## src/design/thaq_pkg.sv

```systemverilog
package thaq_pkg;

  localparam int SlotW   = 6;
  localparam int SampleW = 16;
  localparam int DelayW  = 16;
  localparam int TimeW   = 32;
  localparam int InDataW = 128;
  localparam int OutDataW = 16;

  typedef enum logic [1:0] {
    PRE_NONE    = 2'd0,
    PRE_IDLE    = 2'd1,
    PRE_RUNNING = 2'd2,
    PRE_FAULTED = 2'd3
  } pre_t;

  typedef enum logic [1:0] {
    KIND_UPPER = 2'd0,
    KIND_LOWER = 2'd1,
    KIND_FLAG  = 2'd2
  } kind_t;

  typedef enum logic [1:0] {
    LVL_BAND    = 2'd0,
    LVL_ASSERT  = 2'd1,
    LVL_RELEASE = 2'd2
  } lvl_t;

  typedef enum logic [1:0] {
    TR_NONE    = 2'd0,
    TR_RAISED  = 2'd1,
    TR_CLEARED = 2'd2
  } trans_t;

  typedef enum logic {
    BK_READ = 1'b0,
    BK_EXEC = 1'b1
  } bk_state_t;

  // Classified evaluation waiting for the slot update.
  typedef struct packed {
    logic [SlotW-1:0]  slot;
    pre_t              pre;
    logic              latching;
    lvl_t              level;
    logic [DelayW-1:0] set_delay;
    logic [DelayW-1:0] clear_delay;
    logic [TimeW-1:0]  now_ms;
  } entry_t;

  typedef struct packed {
    logic [SlotW-1:0] slot;
    logic             active;
    trans_t           transition;
    lvl_t             level;
  } result_t;

endpackage

```

## src/design/timed_hysteresis_alarm_qualifier.sv

```systemverilog
// A transaction passes the input queue, then the read state and the update
// state of the slot state memory; the result is registered at the update.
// The back end handles one transaction at a time, read and then update; a
// two-entry queue lets the input keep accepting while a result waits at the output.
// Reset: synchronous, clears the queue, the output and per-slot written marks,
// so every slot reads as inactive with a zero stamp; no clearing pass is needed.
module timed_hysteresis_alarm_qualifier #(
  parameter int ALARM_SLOTS = 64
) (
  input  logic                           clk,
  input  logic                           rst,
  input  logic                           s_tvalid,
  output logic                           s_tready,
  // alarm_index, sample, precondition, latching, limit, hysteresis,
  // set_delay, clear_delay, now_ms, zero fill
  input  logic [thaq_pkg::InDataW-1:0]   s_tdata,
  // check_kind
  input  logic [1:0]                     s_tuser,
  output logic                           m_tvalid,
  input  logic                           m_tready,
  // slot, active, transition, level_class, zero fill
  output logic [thaq_pkg::OutDataW-1:0]  m_tdata
);
  import thaq_pkg::*;

  logic    q_full;
  logic    q_push;
  logic    q_pop;
  logic    q_not_empty;
  entry_t  q_entry;
  entry_t  q_head;
  result_t out_result;

  thaq_front u_front (
    .s_tvalid (s_tvalid),
    .s_tready (s_tready),
    .s_tdata  (s_tdata),
    .s_tuser  (s_tuser),
    .q_full   (q_full),
    .q_push   (q_push),
    .q_entry  (q_entry)
  );

  thaq_queue u_queue (
    .clk        (clk),
    .rst        (rst),
    .push       (q_push),
    .push_entry (q_entry),
    .pop        (q_pop),
    .full       (q_full),
    .not_empty  (q_not_empty),
    .head       (q_head)
  );

  thaq_back #(
    .ALARM_SLOTS (ALARM_SLOTS)
  ) u_back (
    .clk         (clk),
    .rst         (rst),
    .q_not_empty (q_not_empty),
    .q_head      (q_head),
    .q_pop       (q_pop),
    .out_valid   (m_tvalid),
    .out_ready   (m_tready),
    .out_result  (out_result)
  );

  assign m_tdata = {5'b0, out_result.level, out_result.transition,
                    out_result.active, out_result.slot};

endmodule

```

## src/design/thaq_front.sv

```systemverilog
module thaq_front (
  input  logic                          s_tvalid,
  output logic                          s_tready,
  input  logic [thaq_pkg::InDataW-1:0]  s_tdata,
  input  logic [1:0]                    s_tuser,
  input  logic                          q_full,
  output logic                          q_push,
  output thaq_pkg::entry_t              q_entry
);
  import thaq_pkg::*;

  logic [SampleW-1:0] sample;
  logic [SampleW-1:0] limit;
  logic [SampleW-1:0] hyst;
  logic [SampleW-1:0] rel_upper;
  logic [SampleW:0]   rel_lower;
  lvl_t               level;

  assign sample = s_tdata[21:6];
  assign limit  = s_tdata[40:25];
  assign hyst   = s_tdata[56:41];

  // Upper-limit release point is clamped at zero; the lower-limit one is kept
  // at 17 bits so that an overflowing sum can never be reached.
  assign rel_upper = (limit > hyst) ? (limit - hyst) : '0;
  assign rel_lower = {1'b0, limit} + {1'b0, hyst};

  always_comb begin
    level = LVL_BAND;
    case (kind_t'(s_tuser))
      KIND_UPPER: begin
        if (sample >= limit) level = LVL_ASSERT;
        else if (sample <= rel_upper) level = LVL_RELEASE;
      end
      KIND_LOWER: begin
        if (sample <= limit) level = LVL_ASSERT;
        else if ({1'b0, sample} >= rel_lower) level = LVL_RELEASE;
      end
      KIND_FLAG: begin
        level = (sample != '0) ? LVL_ASSERT : LVL_RELEASE;
      end
      default: level = LVL_BAND;
    endcase
  end

  assign s_tready = !q_full;
  assign q_push   = s_tvalid && !q_full;

  always_comb begin
    q_entry.slot        = s_tdata[5:0];
    q_entry.pre         = pre_t'(s_tdata[23:22]);
    q_entry.latching    = s_tdata[24];
    q_entry.level       = level;
    q_entry.set_delay   = s_tdata[72:57];
    q_entry.clear_delay = s_tdata[88:73];
    q_entry.now_ms      = s_tdata[120:89];
  end

endmodule

```

## src/design/thaq_queue.sv

```systemverilog
module thaq_queue (
  input  logic              clk,
  input  logic              rst,
  input  logic              push,
  input  thaq_pkg::entry_t  push_entry,
  input  logic              pop,
  output logic              full,
  output logic              not_empty,
  output thaq_pkg::entry_t  head
);
  import thaq_pkg::*;

  entry_t     slots [2];
  logic       wr_ptr;
  logic       rd_ptr;
  logic [1:0] count;

  assign full      = (count == 2'd2);
  assign not_empty = (count != 2'd0);
  assign head      = slots[rd_ptr];

  always_ff @(posedge clk) begin
    if (push) begin
      slots[wr_ptr] <= push_entry;
    end
  end

  always_ff @(posedge clk) begin
    if (rst) begin
      wr_ptr <= 1'b0;
      rd_ptr <= 1'b0;
      count  <= 2'd0;
    end else begin
      if (push) wr_ptr <= !wr_ptr;
      if (pop) rd_ptr <= !rd_ptr;
      case ({push, pop})
        2'b10:   count <= count + 2'd1;
        2'b01:   count <= count - 2'd1;
        default: count <= count;
      endcase
    end
  end

endmodule

```

## src/design/thaq_back.sv

```systemverilog
module thaq_back #(
  parameter int ALARM_SLOTS = 64
) (
  input  logic              clk,
  input  logic              rst,
  input  logic              q_not_empty,
  input  thaq_pkg::entry_t  q_head,
  output logic              q_pop,
  output logic              out_valid,
  input  logic              out_ready,
  output thaq_pkg::result_t out_result
);
  import thaq_pkg::*;

  localparam int SlotAw = (ALARM_SLOTS > 1) ? $clog2(ALARM_SLOTS) : 1;
  localparam int ExtW   = 9;

  // Each word holds the active flag above the 32-bit qualification stamp.
  logic [TimeW:0]         mem [ALARM_SLOTS];
  logic [ALARM_SLOTS-1:0] written;

  bk_state_t         state;
  bk_state_t         state_next;
  logic [ExtW-1:0]   slot_ext;
  logic [SlotAw-1:0] addr;
  logic              in_range;
  logic              rd_en;
  logic              fire;
  logic              rd_written;
  logic [TimeW:0]    rd_word;
  logic              cur_act;
  logic [TimeW-1:0]  cur_stamp;
  logic [TimeW-1:0]  elapsed;
  logic              restart;
  logic              new_act;
  trans_t            trans;
  logic [TimeW-1:0]  new_stamp;
  result_t           res;

  assign slot_ext = {{(ExtW-SlotW){1'b0}}, q_head.slot};
  assign addr     = slot_ext[SlotAw-1:0];
  assign in_range = slot_ext < ExtW'(ALARM_SLOTS);

  always_comb begin
    state_next = state;
    case (state)
      BK_READ: if (q_not_empty) state_next = BK_EXEC;
      BK_EXEC: if (fire) state_next = BK_READ;
      default: state_next = BK_READ;
    endcase
  end

  always_comb begin
    rd_en = 1'b0;
    fire  = 1'b0;
    case (state)
      BK_READ: rd_en = q_not_empty;
      BK_EXEC: fire  = !out_valid || out_ready;
      default: begin
        rd_en = 1'b0;
        fire  = 1'b0;
      end
    endcase
  end

  assign q_pop = fire;

  always_ff @(posedge clk) begin
    if (rst) begin
      state <= BK_READ;
    end else begin
      state <= state_next;
    end
  end

  always_ff @(posedge clk) begin
    if (rd_en) begin
      rd_word    <= mem[addr];
      rd_written <= written[addr];
    end
  end

  // Slots never written since reset read as inactive with a zero stamp.
  assign cur_act   = rd_written && rd_word[TimeW];
  assign cur_stamp = rd_written ? rd_word[TimeW-1:0] : '0;
  assign elapsed   = q_head.now_ms - cur_stamp;

  always_comb begin
    restart = 1'b1;
    new_act = cur_act;
    trans   = TR_NONE;
    if (cur_act) begin
      if (q_head.pre == PRE_NONE || q_head.pre == PRE_FAULTED) begin
        if (!q_head.latching && q_head.level == LVL_RELEASE) begin
          if (elapsed > {{(TimeW-DelayW){1'b0}}, q_head.clear_delay}) begin
            new_act = 1'b0;
            trans   = TR_CLEARED;
          end else begin
            restart = 1'b0;
          end
        end
      end else if (q_head.pre == PRE_IDLE) begin
        new_act = 1'b0;
        trans   = TR_CLEARED;
      end
    end else if (q_head.pre == PRE_NONE || q_head.pre == PRE_RUNNING) begin
      if (q_head.level == LVL_ASSERT) begin
        if (elapsed > {{(TimeW-DelayW){1'b0}}, q_head.set_delay}) begin
          new_act = 1'b1;
          trans   = TR_RAISED;
        end else begin
          restart = 1'b0;
        end
      end
    end
    new_stamp = restart ? q_head.now_ms : cur_stamp;
  end

  always_comb begin
    res.slot       = q_head.slot;
    res.level      = q_head.level;
    res.active     = in_range ? new_act : 1'b0;
    res.transition = in_range ? trans : TR_NONE;
  end

  always_ff @(posedge clk) begin
    if (fire && in_range) begin
      mem[addr] <= {new_act, new_stamp};
    end
  end

  always_ff @(posedge clk) begin
    if (rst) begin
      written <= '0;
    end else if (fire && in_range) begin
      written[addr] <= 1'b1;
    end
  end

  always_ff @(posedge clk) begin
    if (rst) begin
      out_valid <= 1'b0;
    end else if (fire) begin
      out_valid <= 1'b1;
    end else if (out_ready) begin
      out_valid <= 1'b0;
    end
  end

  always_ff @(posedge clk) begin
    if (fire) begin
      out_result <= res;
    end
  end

endmodule

```

## config.mk

```make
export PLATFORM = sky130hd
export DESIGN_NAME = timed_hysteresis_alarm_qualifier
export DESIGN_NICKNAME = d
export VERILOG_FILES = /design/src/design/thaq_pkg.sv /design/src/design/timed_hysteresis_alarm_qualifier.sv /design/src/design/thaq_front.sv /design/src/design/thaq_queue.sv /design/src/design/thaq_back.sv
export SDC_FILE = /design/constraint.sdc
export NUM_CORES = 2
export LEC_CHECK = 0
export BUFFER_PORTS_ARGS = -buffer_cell sky130_fd_sc_hd__buf_2
export CORE_ASPECT_RATIO = 0.5
export CORE_MARGIN = 2
export CORE_UTILIZATION = 49
export CTS_BUF_LIST = sky130_fd_sc_hd__clkbuf_16
export CTS_CLUSTER_SIZE = 25
export DETAILED_ROUTE_END_ITERATION = 16
export PLACE_DENSITY = 0.68
export SKIP_CTS_REPAIR_TIMING = 1
export SLEW_MARGIN = 20
export SYNTH_ARGS = -nofsm -noshare
export SYNTH_HDL_FRONTEND = slang
export SYNTH_SLANG_ARGS = --single-unit
export TNS_END_PERCENT = 20
```

## constraint.sdc

```tcl
create_clock -name clk -period 13.9 [get_ports clk]
set_input_delay 0.695 -clock clk [delete_from_list [all_inputs] [get_ports clk]]
set_output_delay 0.695 -clock clk [all_outputs]
set_load 0.02 [all_outputs]
```

# [After elaboration in Yosys (flattened, before gate mapping)]
# Memories as Yosys holds them, arrays and structs flattened. A register that Yosys moved wholly into a read port is not among the register bits.
# Cells that the tools add are included.
[op_classes] eq_ne=10 n_shift=0 n_reduce_logical=19 n_lt_le_gt_ge=10 bitwise_logic=2 div_mod_pow=0 add_sub_neg=5 muxes=49 n_mul=0
[op_table] cell="$gt A32 B16 Y1" n=2
[op_table] cell="$mux W32" n=2
[op_table] cell="$or A64 B64 Y64" n=1
[op_table] cell="$le A16 B16 Y1" n=2
[op_table] cell="$sub A32 B32 Y32" n=1
[op_table] cell="$mux W1" n=29
[op_table] cell="$mux W2" n=12
[op_table] cell="$add A16 B16 Y17" n=1
[op_table] cell="$ge A16 B17 Y1" n=1
[op_table] cell="$ge A16 B16 Y1" n=1
[op_table] cell="$gt A16 B16 Y1" n=1
[op_table] cell="$mux W16" n=1
[op_table] cell="$reduce_bool A16 Y1" n=1
[op_table] cell="$sub A16 B16 Y16" n=1
[op_table] cell="$lt A6 B7 Y1 const B" n=2
[op_table] cell="$eq A2 B2 Y1 const B" n=6
[op_table] cell="$eq A2 B1 Y1 const B" n=4
[op_table] cell="$bmux W1 S6" n=1
[op_table] cell="$demux W1 S6" n=1
[op_table] cell="$ge A6 B1 Y1 const B" n=1
[op_table] cell="$pmux W2 S3" n=1
[op_table] cell="$reduce_bool A2 Y1" n=3
[op_table] cell="$logic_and A1 B1 Y1" n=5
[op_table] cell="$logic_not A1 Y1" n=5
[op_table] cell="7 further kinds" n=10
[totals] romBits=0 latchBits=0 wordCells=108 input_bits=134 n_memories=2 ramBits=2262 out_inout_bits=18 ff_bits=82
[memory_table] name="u_back.mem" words=64 word_bits=33 rd=1 rd_ports_with_merged_regs=1 write_ports=1 line_no="thaq_back.sv:19" text="logic [TimeW:0] mem [ALARM_SLOTS];"
[memory_table] name="u_queue.slots" words=2 word_bits=75 rd=1 rd_ports_with_merged_regs=1 write_ports=1 line_no="thaq_queue.sv:13" text="entry_t slots [2];"

# [Depth between registers and ports, before layout]
[depth] word_depth=8 mapped_depth=29 mapped_depth_nobuf=27

# [Hierarchy]
# Synthesis repeated with hierarchy kept, for this count alone.
[hier_totals] cells_unflattened=5511 area_unflattened_um2=92028.3
[by_module_without_submodules] module="thaq_back" cells_per_inst=4786 seq_area_each_um2=66093.4 instances=1 area_per_inst_um2=82975.8
[by_module_without_submodules] module="thaq_queue" cells_per_inst=255 seq_area_each_um2=4604.4 instances=1 area_per_inst_um2=5609.1
[by_module_without_submodules] module="thaq_front" cells_per_inst=464 seq_area_each_um2=0.0 instances=1 area_per_inst_um2=3402.0
[by_module_without_submodules] module="timed_hysteresis_alarm_qualifier" cells_per_inst=6 seq_area_each_um2=0.0 instances=1 area_per_inst_um2=41.3

# [Least setup slack after synthesis]
# Ideal clock, no wire load.
[synth_timing] kind="register -> register" from="reg with a tool-made name" to="mem u_back.mem[0][0] (netlist bit), data pin" n_path_buf=5 synth_period_minus_slack_ps=8172 stages_incl_launch_ff=30 required_ps=13336 slack_ps=5728 setup_time_ps=564 t_arrival_ps=7608 path_cell_list="dfxtp_1 > buf_2 > buf_1 > buf_1 > clkbuf_1 > mux2i_1 > ha_1 > inv_1 > fa_1 > a21o_1 > maj3_2 > a21oi_1 > o21ai_1 > and2_1 > o21a_1 > nor2_1 > xnor2_1 > ha_1 > a21o_1 > a21o_1 > a21o_1 > a21o_1 > a21oi_1 > o21ai_0 > nor2_1 > a211o_1 > a32oi_1 > nor3_4 > buf_6 > mux2i_1"
[synth_lines] item="end, declared" line_no="thaq_back.sv:19"

==> key figures <==
Status
  – Status: finished clean

Logic synthesis
  – Synth cell types: 78
  – Yosys reg bits: 2378
  – Synthesized area: 91400 um2
  – Primary FF master, synth: edfxtp_1
  – Mapped Cells: 5409
  – Synthesis Warnings: 0
  – Synth async-reset ratio: 0%
  – Syn_area_per_cell: 16.9 um2
  – EDFF count, synth: 2307
  – Seq/Total Area, Yosys: 77.4%

Timing
  – Peak Freq: 125 MHz
  – Pins Over Slew Limit: 0
  – Clock skew: 0.0452 ns
  – # setup viols final: 0
  – Slew @ Worst Pin: 1.23 ns
  – Final Critical Period: 8.03 ns
  – Period utilisation layout: 57.8%
  – Unrepaired setup endpoints after global routing: false
  – Fin. Hold Viols: 0
  – Relative slew slack: 17.6%
  – Post-route setup TNS: 0 ns

Floorplanning
  – Initial Util: 49.6%
  – Row cnt: 111
  – Ports: 152
  – Chip Width: 615 um
  – Die area: 190000 um2
  – CORE AREA: 184000 um2
  – Chip Height: 309 um

Global routing
  – Global-route usage over all layers: 29.8%
  – Initial antenna violation count: 14
  – Vias in the first global route: 54000
  – Largest net degree at the start of global routing: 108
  – First-pass GRT wire length: 402 mm
  – Grt total ovfl: 0

Power
  – Clock power share: 26.1%
  – Sw frac: 35.0%
  – Pleak: 32.2 nW
  – Gate power share: 30.7%
  – Max VDD drop: 0.145 mV
  – Sequential Power Share: 43.3%
  – Net switching power: 7.33 mW
  – Power Dens Cells: 205 nW/um2
  – Int Pwr: 13.6 mW

Worst setup path
  – Critical path's largest stage delay: 1.08 ns
  – Flop2flop setup slack: 5.87 ns
  – Cells along the critical path: buf_4, mux2_2, fa_1, a21o_1, maj3_2, a21oi_1, o21ai_1, and2_1, o21a_1, nor2_1, xnor2_1, ha_1, a21o_1, a21o_1, a21o_1, a21o_1, a21oi_1, o21ai_0, nor2_1, a211o_1, a32oi_1, nor3_4, buf_4, mux2_2
  – Critical path class: register to register
  – Crit Path Max Fanout: 64
  – Startpoint Class: register
  – Critical Path RT: 14.40 ns
  – Crit-path most repeated cell: a21o_1
  – Reg2Reg Depth: 24
  – Critical path data arrival time: 8.53 ns
  – Slowest CP cell: mux2_2
  – Critical path endpoint: u_back.mem[11][19]
  – FF-to-FF End: u_back.mem[11][19]
  – Critical Path Sink Type: register

Route
  – Total wire length: 291 mm
  – Detailed-route via count: 56900
  – DRC viols: 0
  – Starting DRT DRC Count: 10400
  – Antenna viol nets, final: 0
  – Drt first pass iters: 7
  – WL/cell: 35.3 um
  – Vias/cell: 6.92

Clock tree
  – Clock Latency Late Sink: 0.87 ns
  – Clock sinks: 2378
  – CTS clk-pin slew, worst paths: 0.07 ns
  – Clock Tree Root: clkbuf_16
  – CTS Buffer Depth: 3
  – CTS tree: yes
  – Cts bufs inserted: 200
  – CTS H-Tree Depth: 4

Place
  – Hpwl dp: 164 mm
  – GPL Wtd Cong: 0.860
  – Buffers added on ports: 139
  – Area after DPL: 95900 um2

Final layout
  – Multi-input gate area: 19800 um2
  – Cell area after layout: 102000 um2
  – Nets@finish: 5859
  – Layout fillers: 14000
  – Syn-to-layout area delta: 11.9%
  – Share of layout cells above drive strength 1: 12.7%
  – FF/Latch Area: 70700 um2

Flow run
  – Max-Cap Viols: 0

Worst hold path
  – Hold Crit Class: input port to register
## power by group through the flow
stage / Combinational, mW / Clock, mW / Sequential [mW]
after global placement: 6.05 / 0 / 9.20
after detailed placement: 6.17 / 0 / 9.22
final: 6.42 / 5.45 / 9.05
after CTS: 6.19 / 5.45 / 9.07
after floorplan: 3.53 / 0 / 9.21
after global routing: 6.70 / 5.72 / 9.07
## logic make-up (layout without fill, tap and decap cells)
family | Yosys count | in the layout | share of synthesized area (%)
other | 1 | 8 | 0.00410
adder cells (fa/ha/maj) | 147 | 147 | 2.04
AO/OA/AOI/OAI | 1651 | 1651 | 13.6
buffers and inverters | 435 | 764 | 1.83
XOR/XNOR | 55 | 55 | 0.527
AND/OR/NAND/NOR | 634 | 634 | 3.36
multiplexers | 108 | 108 | 1.26
flip-flops | 2378 | 2378 | 77.4
## flip-flops by register name (all words and copies together) (netlist names), named ones only
register           flops
u_back.mem          2112
u_queue.slots        150
u_back.written        64
u_back.rd_word        33
u_back.out_result     11
u_queue.count          2
u_back.out_valid       1
u_back.rd_written      1
u_back.state           1
u_queue.rd_ptr         1
u_queue.wr_ptr         1
## per-stage QoR
stage | hold slack (ns) | setup slack (ns) | total power [mW] | utilization (%) | instances
finish | 0.0402 | 5.87 | 20.9 | 55.5 | 8231
detailed placement | 0.461 | 5.92 | 15.4 | 52.1 | 7862
floorplan | 0.439 | 5.73 | 12.7 | - | 5413
CTS | -0.000637 | 5.92 | 20.7 | 55.5 | 8227
global placement | 0.450 | 5.93 | 15.3 | 52.1 | 7861
global route | 0.0218 | 5.45 | 21.5 | 55.5 | 8228
## cell usage in the layout, fill, tap and decap left out, types with 8 or more instances in the layout
| cell type | synthesis | final |
|---|---|---|
| o21a_1 | 21 | 21 |
| inv_1 | 92 | 146 |
| and2_1 | 41 | 32 |
| nor2_4 | 0 | 69 |
| nor4_1 | 12 | 12 |
| nor2_1 | 260 | 190 |
| a22oi_1 | 637 | 637 |
| nand2_1 | 82 | 78 |
| nand2b_1 | 14 | 14 |
| clkinv_1 | 4 | 59 |
| mux2_2 | 31 | 38 |
| bufinv_16 | 0 | 14 |
| a222oi_1 | 35 | 35 |
| clkinv_2 | 0 | 24 |
| a31oi_1 | 95 | 95 |
| buf_4 | 5 | 156 |
| nor3_1 | 20 | 18 |
| mux2_4 | 0 | 19 |
| a21oi_1 | 153 | 153 |
| a21o_1 | 36 | 36 |
| xor2_1 | 22 | 22 |
| xnor2_1 | 33 | 33 |
| a211oi_1 | 16 | 16 |
| a22o_1 | 170 | 168 |
| ha_1 | 143 | 143 |
| clkbuf_16 | 0 | 202 |
| edfxtp_1 | 2307 | 2307 |
| mux2i_1 | 49 | 40 |
| nor2b_1 | 16 | 16 |
| o2111ai_1 | 9 | 9 |
| buf_2 | 1 | 139 |
| o21ai_0 | 100 | 99 |
| dfxtp_1 | 71 | 70 |
| and2_4 | 0 | 8 |
| nand3_1 | 46 | 45 |
| nand4_1 | 111 | 111 |
| a41oi_1 | 45 | 45 |
| a221oi_1 | 263 | 263 |
## how the worst min path moves through the flow
stage	startpoint	to	cells past startpoint
2_1_floorplan	u_back.written[20]	u_back.written[20]	2
3_3_place_gp	u_back.written[22]	u_back.written[22]	2
3_5_place_dp	u_back.written[29]	u_back.written[29]	2
4_1_cts	s_tdata[60]	u_queue.slots[0][51]	1
5_1_grt	s_tdata[84]	u_queue.slots[1][43]	1
6_report	s_tdata[22]	u_queue.slots[1][67]	1
## final cells by class
class / instances / share of cell area [%]
Multi-Input combinational cell: 2600 / 19.4
Inverter: 97 / 0.359
Antenna cell: 3 / 0.00734
Tap cell: 2486 / 3.04
Clock buffer: 202 / 4.94
Clock inverter: 163 / 1.16
Sequential cell: 2378 / 69.1
Timing Repair Buffer: 302 / 1.97
## metal layers
| metal | track usage (%) | part of all wire (%) | vias to the layer above |
|---|---|---|---|
| met3 | 8.73 | 15 | 734 |
| met2 | 45.1 | 44 | 4739 |
| met5 | 0 | 0.045 | - |
| li1 | - | - | 22800 |
| met4 | 11.8 | 4.4 | 18 |
| met1 | 40.9 | 36 | 28700 |
## critical path: cells and delay by family, from the launching register on
| kind | cells | cell delay [ns] |
|---|---|---|
| multiplexers | 2 | 1.54 |
| buffers and inverters | 2 | 1.44 |
| AND/OR/NAND/NOR | 4 | 0.70 |
| AO/OA/AOI/OAI | 12 | 2.07 |
| XOR/XNOR | 1 | 0.15 |
| adder cells (fa/ha/maj) | 3 | 0.94 |
| flip-flops | 1 | 0.64 |
## cells in the mapped netlist (21+ instances only)
library cell / number / area share [%]
mux2_2: 31 / 0.38
mux2i_1: 49 / 0.54
nor2_1: 260 / 1.1
a31oi_1: 95 / 0.65
o21ai_0: 100 / 0.55
nand3_1: 46 / 0.25
xor2_1: 22 / 0.21
buf_1: 59 / 0.24
a21oi_1: 153 / 0.84
inv_1: 92 / 0.38
a22o_1: 170 / 1.6
edfxtp_1: 2307 / 76
a41oi_1: 45 / 0.43
xnor2_1: 33 / 0.32
and2_1: 41 / 0.28
ha_1: 143 / 2.0
a21o_1: 36 / 0.30
clkbuf_1: 270 / 1.1
nand4_1: 111 / 0.76
a221oi_1: 263 / 2.5
nand2_1: 82 / 0.34
a222oi_1: 35 / 0.38
a22oi_1: 637 / 5.2
dfxtp_1: 71 / 1.6
o21a_1: 21 / 0.17
mux2_1: 28 / 0.35
No activity file was read; power rests on OpenSTA's default activity.
